File: src/design/ttc_pkg.sv
// Shared types and constants for the triggered trace capture unit.
package ttc_pkg;

	localparam int unsigned TTC_DEPTH = 128;
	localparam int unsigned TTC_AW    = $clog2(TTC_DEPTH);
	localparam int unsigned TTC_CW    = $clog2(TTC_DEPTH + 1);
	localparam int unsigned TTC_DW    = 10;
	localparam int unsigned TTC_IW    = 8;
	localparam int unsigned TTC_PW    = 8;
	localparam int unsigned TTC_IN_TW  = 24;
	localparam int unsigned TTC_OUT_TW = 24;
	localparam int unsigned TTC_PAW   = 3;

	localparam logic [TTC_PW-1:0] TTC_PTS_RESET = 8'd50;
	localparam logic [TTC_PAW-1:0] TTC_ADDR_PTS = 3'd0;

	typedef enum logic [1:0] {
		ACT_ARM     = 2'd0,
		ACT_SAMPLE  = 2'd1,
		ACT_TRIGGER = 2'd2,
		ACT_READ    = 2'd3
	} ttc_action_t;

	typedef struct packed {
		logic              valid;
		logic              is_read;
		logic              done;
		logic              at_trig;
		logic              past_end;
		logic [TTC_CW-1:0] held;
		logic              trig;
	} ttc_stage_t;

endpackage

File: src/design/ttc_ram.sv
// Generic single-clock RAM with one write port and one registered read port.
module ttc_ram #(
	parameter int unsigned WIDTH = 8,
	parameter int unsigned DEPTH = 16
) (
	input  logic                     clk,
	input  logic                     wr_en,
	input  logic [$clog2(DEPTH)-1:0] wr_addr,
	input  logic [WIDTH-1:0]         wr_data,
	input  logic                     rd_en,
	input  logic [$clog2(DEPTH)-1:0] rd_addr,
	output logic [WIDTH-1:0]         rd_data
);

	logic [WIDTH-1:0] mem [DEPTH];

	always_ff @(posedge clk) begin
		if (wr_en) begin
			mem[wr_addr] <= wr_data;
		end
		if (rd_en) begin
			rd_data <= mem[rd_addr];
		end
	end

endmodule

File: src/design/ttc_ctrl.sv
// Capture control: pointers, counts, store addressing and the first pipeline stage.
module ttc_ctrl (
	input  logic                            clk,
	input  logic                            arst_n,
	input  logic                            req_valid,
	output logic                            req_ready,
	input  ttc_pkg::ttc_action_t            action,
	input  logic [ttc_pkg::TTC_DW-1:0]      sample_value,
	input  logic [ttc_pkg::TTC_IW-1:0]      read_index,
	input  logic [ttc_pkg::TTC_PW-1:0]      post_trigger_samples,
	input  logic                            take_s1,
	output ttc_pkg::ttc_stage_t             stage_s1,
	output logic                            wr_en,
	output logic [ttc_pkg::TTC_AW-1:0]      wr_addr,
	output logic [ttc_pkg::TTC_DW-1:0]      wr_data,
	output logic                            rd_en,
	output logic [ttc_pkg::TTC_AW-1:0]      rd_addr
);
	import ttc_pkg::*;

	localparam logic [TTC_CW-1:0] DEPTH_C = TTC_CW'(TTC_DEPTH);
	localparam logic [TTC_AW-1:0] LAST_C  = TTC_AW'(TTC_DEPTH - 1);

	logic [TTC_CW-1:0] held_q, held_n;
	logic [TTC_AW-1:0] wp_q, wp_n;
	logic [TTC_AW-1:0] tp_q, tp_n;
	logic              armed_q, armed_n;
	logic              trig_q, trig_n;
	logic              accept;
	logic              at_trig, past_end;
	logic [TTC_CW-1:0] trig_dist;
	logic [TTC_CW:0]   pos;
	logic [TTC_CW:0]   ridx_w;
	ttc_stage_t        stage_q;

	assign req_ready = !stage_q.valid || take_s1;
	assign accept    = req_valid && req_ready;
	assign stage_s1  = stage_q;
	assign wr_data   = sample_value;
	assign ridx_w    = (TTC_CW+1)'(read_index);

	always_comb begin
		held_n    = held_q;
		wp_n      = wp_q;
		tp_n      = tp_q;
		armed_n   = armed_q;
		trig_n    = trig_q;
		at_trig   = 1'b0;
		past_end  = 1'b0;
		wr_en     = 1'b0;
		wr_addr   = wp_q;
		rd_en     = 1'b0;
		rd_addr   = '0;
		trig_dist = '0;
		pos       = '0;
		unique case (action)
			ACT_ARM: begin
				armed_n = 1'b1;
				trig_n  = 1'b0;
				held_n  = '0;
				wp_n    = '0;
			end
			ACT_SAMPLE: begin
				if (armed_q) begin
					wr_en = accept;
					wp_n  = (wp_q == LAST_C) ? '0 : wp_q + 1'b1;
					if (held_q < DEPTH_C) begin
						held_n = held_q + 1'b1;
					end
					if (trig_q) begin
						if (wp_n >= tp_q) begin
							trig_dist = TTC_CW'(wp_n) - TTC_CW'(tp_q);
						end else begin
							trig_dist = TTC_CW'(wp_n) + DEPTH_C - TTC_CW'(tp_q);
						end
						if (trig_dist == '0) begin
							trig_dist = DEPTH_C;
						end
						if (TTC_PW'(trig_dist) >= post_trigger_samples) begin
							armed_n = 1'b0;
						end
					end
				end
			end
			ACT_TRIGGER: begin
				trig_n = 1'b1;
				tp_n   = wp_q;
			end
			ACT_READ: begin
				armed_n = 1'b0;
				if (read_index >= TTC_IW'(held_q) || ridx_w >= (TTC_CW+1)'(TTC_DEPTH)) begin
					past_end = 1'b1;
					armed_n  = 1'b1;
					trig_n   = 1'b0;
					held_n   = '0;
					wp_n     = '0;
				end else begin
					pos = ridx_w + (TTC_CW+1)'(wp_q);
					if (pos >= (TTC_CW+1)'(held_q)) begin
						pos = pos - (TTC_CW+1)'(held_q);
					end
					if (pos >= (TTC_CW+1)'(TTC_DEPTH)) begin
						pos = pos - (TTC_CW+1)'(TTC_DEPTH);
					end
					rd_en   = accept;
					rd_addr = pos[TTC_AW-1:0];
					at_trig = trig_q && (pos[TTC_AW-1:0] == tp_q);
				end
			end
			default: begin
				armed_n = armed_q;
			end
		endcase
	end

	always_ff @(posedge clk or negedge arst_n) begin
		if (!arst_n) begin
			held_q  <= '0;
			wp_q    <= '0;
			tp_q    <= '0;
			armed_q <= 1'b1;
			trig_q  <= 1'b0;
			stage_q <= '0;
		end else begin
			if (accept) begin
				held_q  <= held_n;
				wp_q    <= wp_n;
				tp_q    <= tp_n;
				armed_q <= armed_n;
				trig_q  <= trig_n;
			end
			if (accept) begin
				stage_q.valid    <= 1'b1;
				stage_q.is_read  <= (action == ACT_READ) && !past_end;
				stage_q.done     <= !armed_n;
				stage_q.at_trig  <= at_trig;
				stage_q.past_end <= past_end;
				stage_q.held     <= held_n;
				stage_q.trig     <= trig_n;
			end else if (take_s1) begin
				stage_q.valid <= 1'b0;
			end
		end
	end

endmodule

File: src/design/ttc_out.sv
// Result register: merges store read data with the stage fields and drives the result stream.
module ttc_out (
	input  logic                            clk,
	input  logic                            arst_n,
	input  ttc_pkg::ttc_stage_t             stage_s1,
	input  logic [ttc_pkg::TTC_DW-1:0]      rd_data,
	output logic                            take_s1,
	output logic                            m_tvalid,
	input  logic                            m_tready,
	output logic [ttc_pkg::TTC_OUT_TW-1:0]  m_tdata
);
	import ttc_pkg::*;

	localparam int unsigned PAY_W = 4 + TTC_DW + TTC_CW;

	logic              valid_q;
	logic [PAY_W-1:0]  data_q;
	logic [TTC_DW-1:0] rdata;

	assign take_s1  = stage_s1.valid && (!valid_q || m_tready);
	assign rdata    = stage_s1.is_read ? rd_data : '0;
	assign m_tvalid = valid_q;
	assign m_tdata  = TTC_OUT_TW'(data_q);

	always_ff @(posedge clk or negedge arst_n) begin
		if (!arst_n) begin
			valid_q <= 1'b0;
		end else if (take_s1) begin
			valid_q <= 1'b1;
		end else if (m_tready) begin
			valid_q <= 1'b0;
		end
	end

	always_ff @(posedge clk) begin
		if (take_s1) begin
			data_q <= {stage_s1.trig, stage_s1.held, stage_s1.past_end,
				stage_s1.at_trig, rdata, stage_s1.done};
		end
	end

endmodule

File: src/design/triggered_trace_capture_unit.sv
// Top level of the triggered trace capture unit: register port, control, store and result stage.
//
// Requests enter on the s_ stream: s_tuser carries the action (arm, sample, trigger,
// read), s_tdata the sample value and the chronological read index. Each request
// gives exactly one result on the m_ stream with the done flag, the read sample, the
// at-trigger and past-end flags, the held count and the triggered flag.
// The sample store is a 128 x 10 one-port-write, registered-read RAM; an accepted
// request addresses the RAM at once, and its result passes the first-stage register
// and the result register before it is valid on m_. One request per cycle is
// sustained while m_ is not stalled, bounded by the single RAM access per request.
// A stalled m_ side holds the result register; one more request may sit in the
// first stage, after which s_tready drops until the result is taken.
// Reset arms capture with empty pointers and count, loads the post-trigger count
// with 50, and leaves the store contents undefined; only entries written since the
// last arm are read back.
// The APB port holds post_trigger_samples at address 0; pready is always high.
module triggered_trace_capture_unit (
	input  logic                                clk,
	input  logic                                arst_n,
	input  logic                                s_tvalid,
	output logic                                s_tready,
	input  logic [ttc_pkg::TTC_IN_TW-1:0]       s_tdata,  // sample_value, read_index, pad
	input  logic [1:0]                          s_tuser,  // action
	output logic                                m_tvalid,
	input  logic                                m_tready,
	output logic [ttc_pkg::TTC_OUT_TW-1:0]      m_tdata,  // capture_done, read_data,
	                                                      // read_at_trigger, read_past_end,
	                                                      // points_held, is_triggered, pad
	input  logic                                psel,
	input  logic                                penable,
	input  logic                                pwrite,
	input  logic [ttc_pkg::TTC_PAW-1:0]         paddr,
	input  logic [31:0]                         pwdata,
	output logic [31:0]                         prdata,
	output logic                                pready
);
	import ttc_pkg::*;

	logic [TTC_PW-1:0] pts_q;
	ttc_stage_t        stage_s1;
	logic              take_s1;
	logic              wr_en, rd_en;
	logic [TTC_AW-1:0] wr_addr, rd_addr;
	logic [TTC_DW-1:0] wr_data, rd_data;
	ttc_action_t       action;

	assign pready = 1'b1;
	assign prdata = (paddr == TTC_ADDR_PTS) ? 32'(pts_q) : '0;
	assign action = ttc_action_t'(s_tuser);

	always_ff @(posedge clk or negedge arst_n) begin
		if (!arst_n) begin
			pts_q <= TTC_PTS_RESET;
		end else if (psel && penable && pwrite && pready && paddr == TTC_ADDR_PTS) begin
			pts_q <= pwdata[TTC_PW-1:0];
		end
	end

	ttc_ctrl u_ctrl (
		.clk                  (clk),
		.arst_n               (arst_n),
		.req_valid            (s_tvalid),
		.req_ready            (s_tready),
		.action               (action),
		.sample_value         (s_tdata[TTC_DW-1:0]),
		.read_index           (s_tdata[TTC_DW+TTC_IW-1:TTC_DW]),
		.post_trigger_samples (pts_q),
		.take_s1              (take_s1),
		.stage_s1             (stage_s1),
		.wr_en                (wr_en),
		.wr_addr              (wr_addr),
		.wr_data              (wr_data),
		.rd_en                (rd_en),
		.rd_addr              (rd_addr)
	);

	ttc_ram #(
		.WIDTH (TTC_DW),
		.DEPTH (TTC_DEPTH)
	) u_store (
		.clk     (clk),
		.wr_en   (wr_en),
		.wr_addr (wr_addr),
		.wr_data (wr_data),
		.rd_en   (rd_en),
		.rd_addr (rd_addr),
		.rd_data (rd_data)
	);

	ttc_out u_out (
		.clk      (clk),
		.arst_n   (arst_n),
		.stage_s1 (stage_s1),
		.rd_data  (rd_data),
		.take_s1  (take_s1),
		.m_tvalid (m_tvalid),
		.m_tready (m_tready),
		.m_tdata  (m_tdata)
	);

endmodule
File: config.mk
export PLATFORM = sky130hd
export DESIGN_NAME = triggered_trace_capture_unit
export DESIGN_NICKNAME = d
export VERILOG_FILES = /design/src/design/ttc_pkg.sv /design/src/design/ttc_ram.sv /design/src/design/ttc_ctrl.sv /design/src/design/ttc_out.sv /design/src/design/triggered_trace_capture_unit.sv
export SDC_FILE = /design/constraint.sdc
export NUM_CORES = 2
export LEC_CHECK = 0
export BUFFER_PORTS_ARGS = -buffer_cell sky130_fd_sc_hd__buf_2
export CAP_MARGIN = 20
export CORE_AREA = 4 4 221 439
export DETAILED_ROUTE_END_ITERATION = 8
export DIE_AREA = 0 0 225 443
export GPL_TIMING_DRIVEN = 0
export PLACE_DENSITY = 0.77
export SKIP_LAST_GASP = 1
export SYNTH_ARGS = -nofsm -noshare
export SYNTH_HDL_FRONTEND = slang
export SYNTH_SLANG_ARGS = --single-unit
File: constraint.sdc
create_clock -name clk -period 9.3 [get_ports clk]
set_clock_uncertainty 0.1 [all_clocks]
set_input_delay 0.465 -clock clk [delete_from_list [all_inputs] [get_ports clk]]
set_output_delay 0.465 -clock clk [all_outputs]
set_load 0.05 [all_outputs]
==> summary.txt <==
Status
  – Run status: finished with violations
  – Failing checks: DRC

Yosys
  – Count leader, synth: edfxtp_1
  – Main area contributors after synthesis: edfxtp_1 70%, nand2_1 5.0%, mux2i_1 3.1%
  – EDFF count, synth: 1312
  – Post-synth top cells: 1312 x edfxtp_1, 740 x nand2_1, 315 x nor2_1
  – Cell area after synthesis: 55950 sq um
  – Asr flop ratio synth: 0.02815
  – Yosys top cell area share: 0.7042
  – Yosys warnings: 0
  – Cell variety after synth: 100
  – Syn_area_per_cell: 13.50 sq um
  – Mapped Cells: 4143
  – Synth Register Bits: 1350
  – Sequential area share after synthesis: 0.7213
  – Area leader, netlist: edfxtp_1
  – Predominant post-synthesis flop cell: edfxtp_1

Flow run
  – Max cap viols: 0

Power
  – Pleak: 22.01 nW
  – Gate power share: 0.184
  – Cell Int Power: 9.788 mW
  – Net Sw Frac: 0.3012
  – Cell Pwr Density: 222.5 nW/um^2
  – Switching power: 4.219 mW
  – Clock Power Share: 0.336
  – Seq pwr share: 0.480
  – Max VDD drop: 228.8 uV

Global route
  – Global-route congestion overflow total: 0
  – First-pass GRT wire length: 295.4 mm
  – Initial antenna violation count: 11
  – Vias in the first global route: 38660
  – Largest net degree at the start of global routing: 96
  – GR Util All Layers: 0.4352

Timing
  – Unrepaired setup endpoints after global routing: false
  – Final Hold Viols: 0
  – Post-layout minimum cycle time: 7.778 ns
  – Final Setup Violations: 0
  – PnR worst setup slack: 1.522 ns
  – Crit share post-route: 0.8363
  – Fin. max-slew vios: 0
  – Setup TNS: 0 ns
  – Least-Margin Pin Slew: 1.320 ns
  – Maximum clock rate: 0.1286 GHz
  – Slew headroom: 0.1199

Placement
  – Port bufs: 69
  – DP Wirelength: 154.6 mm
  – Pre-CTS setup slack: 1.785 ns
  – GP Congestion: 1.063

Detailed routing
  – Residual DRC: 1
  – Vias per Instance: 7.025
  – Wirelength per Cell: 38.17 microns
  – DRT iter0 DRCs: 6863
  – DR vias: 40530
  – Drt first pass iters: 8
  – Drt total wl: 220.2 mm
  – Routed Antenna Nets: 0

Final layout
  – Layout cell share with drive strength beyond 1: 0.1338
  – Nets: 4575
  – Synthesis-to-finish area growth: 12.52%

Die
  – Die ar.: 99680 sq um
  – Row count: 159
  – Effective utilization at floorplan: 0.5971
  – IO Pins: 127
  – Die Y: 443 microns
  – Core Footprint: 93700 sq um
  – Die Width: 225 microns

Clock network
  – CTS tree: yes
  – Clock Tree Buf Depth: 3
  – Clk sink count: 1350
  – Hold_buf cts: 14
  – H-tree levels: 3
  – Worst-path clk slew: 0.07 ns
  – CTS buffer count: 111
  – CTS root buffer: clkbuf_16
  – Post-cts resize count: 0
  – Setup repair bufs after CTS: 0
  – Worst skew pair latency: 0.77 ns

Setup path
  – Top cell by count, worst path: a21oi_1
  – Crit-path max cell delay: 0.81 ns
  – WP buf/inv: 3
  – Crit Path Class: flip-flop to flip-flop
  – Slowest CP cell: clkbuf_1
  – Worst Path Max Fanout: 10
  – CP Data Required Time: 9.65 ns
  – Startpoint Class: flip-flop
  – Crit path capture type: flip-flop
  – Worst-path cell chain: ha_1 > a21o_1 > a21oi_1 > o21bai_1 > a21oi_1 > o21bai_1 > a21oi_1 > xnor2_1 > ha_1 > and3_1 > nand4_1 > and3_1 > o21a_4 > nand2_2 > buf_6 > o21ai_2 > or2_1 > clkbuf_1 > o22ai_1 > a31oi_1 > o22ai_1 > nor4_2 > buf_4 > nand3_1
  – CP top delay family: compound AO/OA/AOI/OAI gates
  – CP arrival: 8.13 ns

Min path
  – Hold Crit Class: input pin to flip-flop
## cells in the final DEF (no fill, tap or decap), drive strengths merged, types with 7 or more instances in the layout
cell type / Yosys / routed
a211oi: 50 / 50
a21boi: 8 / 8
a21o: 10 / 10
a21oi: 223 / 223
a22oi: 11 / 11
a311oi: 17 / 17
a31oi: 52 / 52
a32oi: 50 / 50
and2: 24 / 24
and3: 25 / 25
buf: 202 / 371
bufinv: 0 / 8
clkbuf: 78 / 210
clkinv: 0 / 51
conb: 2 / 27
dfrtp: 34 / 34
diode: 0 / 9
dlygate4sd3: 0 / 14
edfxtp: 1312 / 1312
ha: 39 / 39
inv: 32 / 38
mux2: 14 / 14
mux2i: 176 / 176
nand2: 742 / 742
nand2b: 13 / 13
nand3: 157 / 157
nand4: 19 / 19
nor2: 319 / 319
nor2b: 11 / 11
nor3: 71 / 71
nor4: 12 / 12
o211ai: 22 / 22
o21ai: 145 / 145
o221ai: 13 / 13
o22ai: 71 / 71
o311ai: 32 / 32
or3: 27 / 27
xnor2: 23 / 23
xor2: 7 / 7
## tightest hold or removal path: cells and delay by family
family / cells / cell delay, ns
AOI/OAI and AO/OA: 1 / 0.08
and+or+nand+nor: 3 / 0.21
buffers and inverters: 1 / 0.13
## logic make-up (layout without fill, tap and decap cells)
logic type | count (synthesis) | count (layout) | share of synthesized area
AOI/OAI and AO/OA | 774 | 774 | 0.09021
xor gates and xnor gates | 30 | 30 | 0.004696
adders and majority gates | 43 | 43 | 0.009974
muxes | 190 | 190 | 0.03473
DFF | 1350 | 1350 | 0.7213
buffers and inverters | 312 | 697 | 0.02860
and+or+nand+nor | 1442 | 1442 | 0.1104
other | 2 | 36 | 0.0001342
## power groups by stage
stage / Clock, mW / Combinational [mW] / Sequential [mW]
6_report: 4.70 / 2.58 / 6.72
5_1_grt: 4.91 / 2.60 / 6.72
4_1_cts: 4.66 / 2.42 / 6.73
3_5_place_dp: 0 / 2.40 / 6.86
3_3_place_gp: 0 / 2.34 / 6.87
2_1_floorplan: 0 / 1.24 / 6.88
## state kept, by name, summed over array words and instances (netlist names), named ones only
name	cells
u_store.mem	1280
u_out.m_tvalid	1
u_ctrl.wr_addr	7
u_out.data_q	22
u_store.rd_data	10
pts_q	8
u_ctrl.tp_q	7
u_ctrl.stage_s1	14
## stage by stage
step                cell area [sq um]  power, mW  hold WS, ns  utilization  std cells
finish                          62950      14.01      0.06668       0.6718       5769
global route                    62930      14.23      0.07043       0.6716       5761
CTS                             62710      13.80      0.03627       0.6692       5737
detailed placement              59030      9.261       0.3369       0.6300       5522
global placement                57900      9.209       0.3389       0.6179       5444
floorplan                       56040      8.118      0.06941            -       4168
## layout make-up
| type | count | area, sq um |
|---|---|---|
| Buffer | 280 | 1481 |
| Multi-Input combinational cell | 2506 | 14190 |
| Antenna cell | 9 | 22.52 |
| Inverter | 32 | 120.1 |
| Fill cell | 6672 | 30750 |
| Sequential cell | 1350 | 40350 |
| Clock inverter | 70 | 671.9 |
| Clock buffer | 131 | 2863 |
| Timing Repair Buffer | 184 | 1734 |
| Tap cell | 1207 | 1510 |
## worst paths after layout
kind | from | end | slack [ns] | depth (start not counted)
setup / recovery | u_ctrl.wr_addr[1] | u_store.rd_data[7] | 1.52 | 24
hold / removal | s_tuser[0] | u_ctrl.stage_s1[9] | 0.07 | 5
max in group asynchronous | arst_n | pts_q[0] | 8.27 | 2
setup reg to reg | u_ctrl.wr_addr[1] | u_store.rd_data[7] | 1.52 | 24
hold reg to reg | u_ctrl.stage_s1[11] | u_out.data_q[0] | 0.37 | 0
min in group asynchronous | arst_n | u_ctrl.stage_s1[5] | 0.26 | 2
## layer usage
layer	global-route usage	part of all wire	up-vias	wire, microns
met1	0.4736	0.29	19650	64640
met4	0.3825	0.12	0	25760
li1	-	-	16150	-
met3	0.1242	0.13	1104	27530
met5	0	0	-	0
met2	0.6892	0.46	3624	102200
Note: power is estimated with default switching activity, not from simulation.
